<file path="src/hdl/lgi_pkg.sv">
// Shared types and constants for the Lagrange interpolation block.
// Holds the float unit's operation codes and its request and response words.
// No dependencies.
package lgi_pkg;

    typedef enum logic [1:0] {
        FOP_ADD = 2'd0,
        FOP_SUB = 2'd1,
        FOP_MUL = 2'd2,
        FOP_DIV = 2'd3
    } fp_op_t;

    typedef struct packed {
        logic        start;
        fp_op_t      op;
        logic [31:0] a;
        logic [31:0] b;
    } fpu_req_t;

    typedef struct packed {
        logic        done;
        logic [31:0] result;
    } fpu_rsp_t;

    localparam logic [31:0] FP_QNAN     = 32'h7FC0_0000;
    localparam logic [31:0] FP_ONE      = 32'h3F80_0000;
    localparam logic [31:0] FP_POS_ZERO = 32'h0000_0000;

endpackage

</file>
<file path="src/hdl/lgi_fpu.sv">
// Multi-cycle IEEE single-precision add, subtract, multiply and divide unit.
// Rounds to nearest even with subnormal support; divide is one quotient bit a cycle.
// Depends on lgi_pkg.
module lgi_fpu
    import lgi_pkg::*;
(
    input  logic     aclk,
    input  logic     aresetn,
    input  fpu_req_t req,
    output fpu_rsp_t rsp
);

    typedef enum logic [5:0] {
        F_IDLE  = 6'b000001,
        F_PREP  = 6'b000010,
        F_CORE  = 6'b000100,
        F_DIV   = 6'b001000,
        F_NORM  = 6'b010000,
        F_ROUND = 6'b100000
    } fstate_t;

    function automatic logic [4:0] lzc24(input logic [23:0] v);
        logic [4:0] n;
        n = 5'd24;
        for (int k = 0; k < 24; k++) begin
            if (v[k]) n = 5'(23 - k);
        end
        return n;
    endfunction

    function automatic logic [5:0] lzc50(input logic [49:0] v);
        logic [5:0] n;
        n = 6'd50;
        for (int k = 0; k < 50; k++) begin
            if (v[k]) n = 6'(49 - k);
        end
        return n;
    endfunction

    fstate_t            state_reg;
    fp_op_t             op_reg;
    logic [31:0]        a_reg, b_reg;
    logic               sa_reg, sb_reg;
    logic signed [10:0] ea_reg, eb_reg;
    logic [23:0]        ma_reg, mb_reg;
    logic               spec_reg;
    logic [31:0]        spec_val_reg;
    logic               sign_reg;
    logic signed [10:0] exp_reg;
    logic [49:0]        sig_reg;
    logic               sticky_reg;
    logic               zero_reg;
    logic [26:0]        m27_reg;
    logic [25:0]        rem_reg;
    logic [26:0]        quo_reg;
    logic [4:0]         cnt_reg;
    logic [31:0]        res_reg;
    logic               done_reg;

    // Operand decode.
    logic [31:0]        b_eff;
    logic [7:0]         a_exp, b_exp;
    logic               a_nan, b_nan, a_inf, b_inf, a_zero, b_zero;
    logic [23:0]        ma_raw, mb_raw, ma_n, mb_n;
    logic [4:0]         lz_a, lz_b;
    logic signed [10:0] ea_n, eb_n;
    logic               spec;
    logic [31:0]        spec_val;
    logic               s_xor;

    always_comb begin
        b_eff  = (op_reg == FOP_SUB) ? {~b_reg[31], b_reg[30:0]} : b_reg;
        a_exp  = a_reg[30:23];
        b_exp  = b_eff[30:23];
        a_nan  = (a_exp == 8'hFF) && (a_reg[22:0] != 23'd0);
        b_nan  = (b_exp == 8'hFF) && (b_eff[22:0] != 23'd0);
        a_inf  = (a_exp == 8'hFF) && (a_reg[22:0] == 23'd0);
        b_inf  = (b_exp == 8'hFF) && (b_eff[22:0] == 23'd0);
        a_zero = (a_reg[30:0] == 31'd0);
        b_zero = (b_eff[30:0] == 31'd0);
        ma_raw = {a_exp != 8'd0, a_reg[22:0]};
        mb_raw = {b_exp != 8'd0, b_eff[22:0]};
        lz_a   = lzc24(ma_raw);
        lz_b   = lzc24(mb_raw);
        ma_n   = ma_raw << lz_a;
        mb_n   = mb_raw << lz_b;
        ea_n   = $signed({3'b000, (a_exp == 8'd0) ? 8'd1 : a_exp}) - $signed({6'd0, lz_a});
        eb_n   = $signed({3'b000, (b_exp == 8'd0) ? 8'd1 : b_exp}) - $signed({6'd0, lz_b});
        s_xor  = a_reg[31] ^ b_eff[31];

        spec     = 1'b0;
        spec_val = FP_QNAN;
        unique case (op_reg)
            FOP_ADD, FOP_SUB: begin
                if (a_nan || b_nan || (a_inf && b_inf && (a_reg[31] != b_eff[31]))) begin
                    spec = 1'b1;
                end else if (a_inf) begin
                    spec = 1'b1; spec_val = a_reg;
                end else if (b_inf) begin
                    spec = 1'b1; spec_val = b_eff;
                end else if (a_zero && b_zero) begin
                    spec = 1'b1; spec_val = {a_reg[31] & b_eff[31], 31'd0};
                end else if (a_zero) begin
                    spec = 1'b1; spec_val = b_eff;
                end else if (b_zero) begin
                    spec = 1'b1; spec_val = a_reg;
                end
            end
            FOP_MUL: begin
                if (a_nan || b_nan || (a_inf && b_zero) || (a_zero && b_inf)) begin
                    spec = 1'b1;
                end else if (a_inf || b_inf) begin
                    spec = 1'b1; spec_val = {s_xor, 8'hFF, 23'd0};
                end else if (a_zero || b_zero) begin
                    spec = 1'b1; spec_val = {s_xor, 31'd0};
                end
            end
            FOP_DIV: begin
                if (a_nan || b_nan || (a_inf && b_inf) || (a_zero && b_zero)) begin
                    spec = 1'b1;
                end else if (a_inf || b_zero) begin
                    spec = 1'b1; spec_val = {s_xor, 8'hFF, 23'd0};
                end else if (a_zero || b_inf) begin
                    spec = 1'b1; spec_val = {s_xor, 31'd0};
                end
            end
            default: spec = 1'b1;
        endcase
    end

    // Alignment adder and multiplier.
    logic               a_big;
    logic signed [10:0] e_big, e_small, diff;
    logic [23:0]        m_big, m_small;
    logic               s_big;
    logic [49:0]        big_full, small_full, small_sh, small_j, sum;
    logic               lost;
    logic [47:0]        prod;

    always_comb begin
        a_big   = (ea_reg > eb_reg) || ((ea_reg == eb_reg) && (ma_reg >= mb_reg));
        e_big   = a_big ? ea_reg : eb_reg;
        e_small = a_big ? eb_reg : ea_reg;
        m_big   = a_big ? ma_reg : mb_reg;
        m_small = a_big ? mb_reg : ma_reg;
        s_big   = a_big ? sa_reg : sb_reg;
        diff    = e_big - e_small;
        big_full   = {1'b0, m_big, 25'd0};
        small_full = {1'b0, m_small, 25'd0};
        if (diff >= 11'sd50) begin
            small_sh = 50'd0;
            lost     = 1'b1;
        end else begin
            small_sh = small_full >> diff[5:0];
            lost     = ((small_sh << diff[5:0]) != small_full);
        end
        small_j = small_sh | {49'd0, lost};
        sum     = (sa_reg == sb_reg) ? (big_full + small_j) : (big_full - small_j);
        prod    = ma_reg * mb_reg;
    end

    // Divider step.
    logic        ge;
    logic [25:0] rem_sub;
    logic [26:0] quo_n;

    always_comb begin
        ge      = rem_reg >= {2'b00, mb_reg};
        rem_sub = ge ? (rem_reg - {2'b00, mb_reg}) : rem_reg;
        quo_n   = {quo_reg[25:0], ge};
    end

    // Normalizer.
    logic [5:0]         lz;
    logic [49:0]        sig_n;
    logic signed [10:0] exp_n;

    always_comb begin
        lz    = lzc50(sig_reg);
        sig_n = sig_reg << lz;
        exp_n = exp_reg + 11'sd1 - $signed({5'd0, lz});
    end

    // Rounder and packer.
    logic               subn;
    logic signed [10:0] sh;
    logic [26:0]        ms_sh, ms;
    logic               lost_r;
    logic [7:0]         efield;
    logic               inc;
    logic [30:0]        packed_v;
    logic [31:0]        res;

    always_comb begin
        subn   = exp_reg < 11'sd1;
        sh     = 11'sd1 - exp_reg;
        ms_sh  = 27'd0;
        lost_r = 1'b0;
        if (subn) begin
            if (sh >= 11'sd27) begin
                ms = {26'd0, |m27_reg};
            end else begin
                ms_sh  = m27_reg >> sh[4:0];
                lost_r = ((ms_sh << sh[4:0]) != m27_reg);
                ms     = ms_sh | {26'd0, lost_r};
            end
            efield = 8'd0;
        end else begin
            ms     = m27_reg;
            efield = exp_reg[7:0];
        end
        inc      = ms[2] & (ms[1] | ms[0] | ms[3]);
        packed_v = {efield, ms[25:3]} + {30'd0, inc};
        if (spec_reg) begin
            res = spec_val_reg;
        end else if (zero_reg) begin
            res = {sign_reg, 31'd0};
        end else if (!subn && (exp_reg >= 11'sd255)) begin
            res = {sign_reg, 8'hFF, 23'd0};
        end else begin
            res = {sign_reg, packed_v};
        end
    end

    always_ff @(posedge aclk) begin
        if (!aresetn) begin
            state_reg <= F_IDLE;
            done_reg  <= 1'b0;
        end else begin
            done_reg <= (state_reg == F_ROUND);
            unique case (state_reg)
                F_IDLE: begin
                    if (req.start) begin
                        a_reg     <= req.a;
                        b_reg     <= req.b;
                        op_reg    <= req.op;
                        state_reg <= F_PREP;
                    end
                end
                F_PREP: begin
                    sa_reg       <= a_reg[31];
                    sb_reg       <= b_eff[31];
                    ea_reg       <= ea_n;
                    eb_reg       <= eb_n;
                    ma_reg       <= ma_n;
                    mb_reg       <= mb_n;
                    spec_reg     <= spec;
                    spec_val_reg <= spec_val;
                    rem_reg      <= {2'b00, ma_n};
                    quo_reg      <= 27'd0;
                    cnt_reg      <= 5'd0;
                    if (spec) begin
                        state_reg <= F_ROUND;
                    end else if (op_reg == FOP_DIV) begin
                        state_reg <= F_DIV;
                    end else begin
                        state_reg <= F_CORE;
                    end
                end
                F_CORE: begin
                    sticky_reg <= 1'b0;
                    if (op_reg == FOP_MUL) begin
                        sig_reg  <= {prod, 2'b00};
                        exp_reg  <= ea_reg + eb_reg - 11'sd127;
                        sign_reg <= sa_reg ^ sb_reg;
                        zero_reg <= 1'b0;
                    end else begin
                        sig_reg  <= sum;
                        exp_reg  <= e_big;
                        sign_reg <= (sum == 50'd0) ? 1'b0 : s_big;
                        zero_reg <= (sum == 50'd0);
                    end
                    state_reg <= F_NORM;
                end
                F_DIV: begin
                    if (cnt_reg == 5'd26) begin
                        sig_reg    <= {1'b0, quo_n, 22'd0};
                        exp_reg    <= ea_reg - eb_reg + 11'sd127;
                        sign_reg   <= sa_reg ^ sb_reg;
                        sticky_reg <= (rem_sub != 26'd0);
                        zero_reg   <= 1'b0;
                        state_reg  <= F_NORM;
                    end else begin
                        rem_reg <= {rem_sub[24:0], 1'b0};
                        quo_reg <= quo_n;
                        cnt_reg <= cnt_reg + 5'd1;
                    end
                end
                F_NORM: begin
                    m27_reg   <= {sig_n[49:24], (|sig_n[23:0]) | sticky_reg};
                    exp_reg   <= exp_n;
                    state_reg <= F_ROUND;
                end
                F_ROUND: begin
                    res_reg   <= res;
                    state_reg <= F_IDLE;
                end
                default: state_reg <= F_IDLE;
            endcase
        end
    end

    assign rsp.done   = done_reg;
    assign rsp.result = res_reg;

endmodule

</file>
<file path="config.mk">
export PLATFORM = sky130hd
export DESIGN_NAME = lgi_fpu
export DESIGN_NICKNAME = d
export VERILOG_FILES = /design/src/hdl/lgi_pkg.sv /design/src/hdl/lgi_fpu.sv
export SDC_FILE = /design/constraint.sdc
export NUM_CORES = 2
export LEC_CHECK = 0
export BUFFER_PORTS_ARGS = -buffer_cell sky130_fd_sc_hd__buf_2
export CORE_MARGIN = 5
export CORE_UTILIZATION = 35
export CTS_BUF_LIST = sky130_fd_sc_hd__clkbuf_8
export CTS_CLUSTER_SIZE = 40
export DETAILED_ROUTE_END_ITERATION = 6
export GPL_ROUTABILITY_DRIVEN = 1
export GPL_TIMING_DRIVEN = 0
export HOLD_SLACK_MARGIN = 0.12
export SYNTH_ARGS = -nofsm -noshare
export SYNTH_HDL_FRONTEND = slang
export SYNTH_SLANG_ARGS = --single-unit
</file>
<file path="constraint.sdc">
create_clock -name aclk -period 17.4 [get_ports aclk]
set_clock_uncertainty 0.1 [all_clocks]
set_input_delay 0.87 -clock aclk [delete_from_list [all_inputs] [get_ports aclk]]
set_output_delay 0.87 -clock aclk [all_outputs]
set_load 0.01 [all_outputs]
</file>
==> reports/results.md <==
| Item | This run |
|:---|:---|
| Die width | 409 um |
| Syn Area/Cell | 8.35 um2 |
| Final total negative setup slack | 0 ps |
| Drt wl/cell | 28.0 um |
| Total of warnings raised by yosys | 0 |
| Ports placed on the boundary | 102 |
| Net Switching | 0.00168 W |
| First-pass iteration count of the detailed router | 7 |
| Synth top area cells | edfxtp_1 (19%), fa_1 (18%), ha_1 (8.3%) |
| 1st-iter DRT viols | 6178 |
| Final Routed Wirelength | 251000 um |
| Unique masters post-synth | 104 |
| Layout cells sized above 1 | 6.67% |
| Hold Violations, Final | 0 |
| Clock Pin Slew Worst Setup and Hold Paths | 60 ps |
| Post-synth top flop | edfxtp_1 |
| Fmax | 57.7 MHz |
| TritonCTS clock tree | done |
| Leak | 26.2 nW |
| Max FFs per register | 50 |
| Netlist area before placement | 55600 um2 |
| Crit Path Category | flip-flop to flip-flop |
| Routed vias/inst | 5.97 |
| Worst skew pair latency | 730 ps |
| Fillers | 16400 |
| Final Critical Period | 17320 ps |
| Largest area contributor in the synthesized netlist | edfxtp_1 |
| Number of buffers between clock root and the deepest sink | 3 |
| Total global routing track utilization | 29.0% |
| Flip-flop and latch count after synthesis | 354 |
| Remaining number of nets flagged by the antenna check after routing | 0 |
| Number of synthesized flops with an enable pin | 347 |
| Clk pwr share | 22.0% |
| Hold Buf Count CTS | 0 |
| Remaining design rule violation count | 0 |
| Highest-count cells in the layout ignoring fill and taps | nand2_1 (959), inv_1 (704), nor2_1 (568) |
| Total power | 0.00356 W |
| Transition at the pin with the smallest max-transition slack | 1430 ps |
| Worst endpoint data arrival time | 17640 ps |
| Number of antenna violations at the first check in global routing | 14 |
| Number of max-cap violations | 0 |
| Async S/R FF share, synth | 0% |
| Power Internal | 0.00188 W |
| Required time at the endpoint of the critical path | 17720 ps |
| Number of buffers inserted during clock tree synthesis | 60 |
| Power density over the cells | 58.9 nW/um2 |
| Total number of vias | 53600 |
| H-Tree Level Count | 2 |
| Number of slew-limit violations in the final report | 0 |
| Final standard cell utilization of the core | 38.2% |
| Part of the power in registers | 27.3% |
| Initial Utilization | 35.2% |
| Number of nets in the layout | 7777 |
| Crit start category | flip-flop |
| Sequential cell area fraction in the yosys report | 19.0% |
| Critical Path Fanout Max | 19 |
| Floorplan die area | 167000 um2 |
| Global route total overflow | 0 |
| Worst max-slew margin expressed relative to the limit | 3.98% |
| Setup Viol. Count Final | 0 |
| Most frequent standard cell in the layout excluding fill and tap cells | nand2_1 |
| Combinational group share of total power | 50.7% |
| Wire length of the first global-routing pass | 363000 um |
| Classification of the worst-slack hold path | primary input to flip-flop |
| Count of buffers inserted at the top-level ports | 101 |
| Gate count after technology mapping | 6666 |
| Layout overhead on the synthesized area | 8.74% |
| Core area | 158000 um2 |
| Sw frac | 47.1% |
| Setup repair after global routing missed its margin | false |
| Largest vdd supply drop | 0.000113 V |
| Die Height | 409 um |
| Element type at the critical path end | flip-flop |
| Root Driver | clkbuf_8 |
| Share of the synthesized area in the top cell type | 18.7% |
| Portion of the clock cycle consumed by the worst path in the final layout | 99.5% |
| Via count of the first global-routing pass | 52800 |
| Number of clock sinks seen by CTS | 354 |
| Delay of the slowest critical-path stage | 830 ps |
| Post-DP HPWL | 205000 um |
| Critical-path top delay cell | mux2i_1 |
| Run status | finished clean |
| GPL Wtd Cong | 1.00 |
| Pin count of the biggest net entering global routing | 34 |
| Std cell rows | 146 |
## per-stage QoR
stage          instance area (um2)  worst slack (ps)  cells  hold slack [ps]
2_1_floorplan                55600              4570   6667              358
6_report                     60500              80.3   8972              237
3_5_place_dp                 59000             -3030   8857              407
5_1_grt                      60500              7.81   8967              194
3_3_place_gp                 58700             -3690   8840              384
4_1_cts                      60400              36.2   8962              171
## critical path: cells and delay by family, from the launching register on
kind                     cells  cell delay (ps)
multiplexers                 3             1650
adder cells (fa/ha/maj)      3              890
AO/OA/AOI/OAI               15             5070
XOR/XNOR                     1              450
AND/OR/NAND/NOR             14             2940
flip-flops                   1              350
buffers and inverters       15             5440
## final timing paths
path,to,cells after the start,start,slack [ps]
min reg2reg,sa_reg,0,a_reg[31],420
min,b_reg[27],1,req[27],240
max reg2reg,sign_reg,51,ma_reg[0],80
max,sign_reg,51,ma_reg[0],80
## timing repair
item	in CTS	in global routing
endpoints found under the setup margin	33	4
gates resized for setup	38	42
hold endpoints to repair	0	0
buffers inserted	2	3
## per-layer routing
metal  track usage (%)  vias to the layer above  routed length [um]
met3              6.02                      680               24600
met5            0.0862                        -                  30
met2              45.2                     3065              110000
li1                  -                    23400                   -
met4              14.1                        4               15400
met1              38.3                    26400              101000
## cells in the mapped netlist (44+ instances only)
library cell	number
a211oi_1	64
a21o_1	45
a21oi_1	338
a31oi_1	45
and2_1	210
buf_1	46
clkbuf_1	352
edfxtp_1	347
fa_1	490
ha_1	367
inv_1	690
mux2_2	82
mux2i_1	427
nand2_1	959
nand2b_1	44
nand3_1	100
nand4_1	48
nor2_1	573
nor3_1	102
nor4_1	60
o21ai_0	351
o21bai_1	48
xnor2_1	119
xor2_1	46
## logic make-up (layout without fill, tap and decap cells)
logic type	Yosys count	count (layout)	synth area share, %
mux	542	542	10.6
flops	354	354	19.0
simple gates	2266	2266	18.4
compound gates	1360	1360	15.9
other cells	1	8	0.00674
xor+xnor	166	166	2.63
fa+ha+maj	857	857	25.9
buf+inv	1120	1347	7.65
## layout make-up
type / count / area (um2) / area share, %
diodes: 6 / 15.0 / 0.0248
clock buffers: 60 / 826 / 1.36
flip-flops and latches: 354 / 10600 / 17.5
clock inverters: 45 / 368 / 0.608
repair buffers: 124 / 796 / 1.32
plain buffers: 421 / 1680 / 2.78
well taps: 2072 / 2590 / 4.28
multi-input cells: 5193 / 41100 / 67.8
inverters: 697 / 2620 / 4.32
## power groups by stage
stage / clock, W / combinational (W) / sequential (W)
2_1_floorplan: 0 / 0.000918 / 0.000982
3_3_place_gp: 0 / 0.00169 / 0.000992
3_5_place_dp: 0 / 0.00170 / 0.000989
4_1_cts: 0.000797 / 0.00172 / 0.000971
5_1_grt: 0.000835 / 0.00189 / 0.000972
6_report: 0.000783 / 0.00181 / 0.000971
Power figures use the tool's default switching activity.
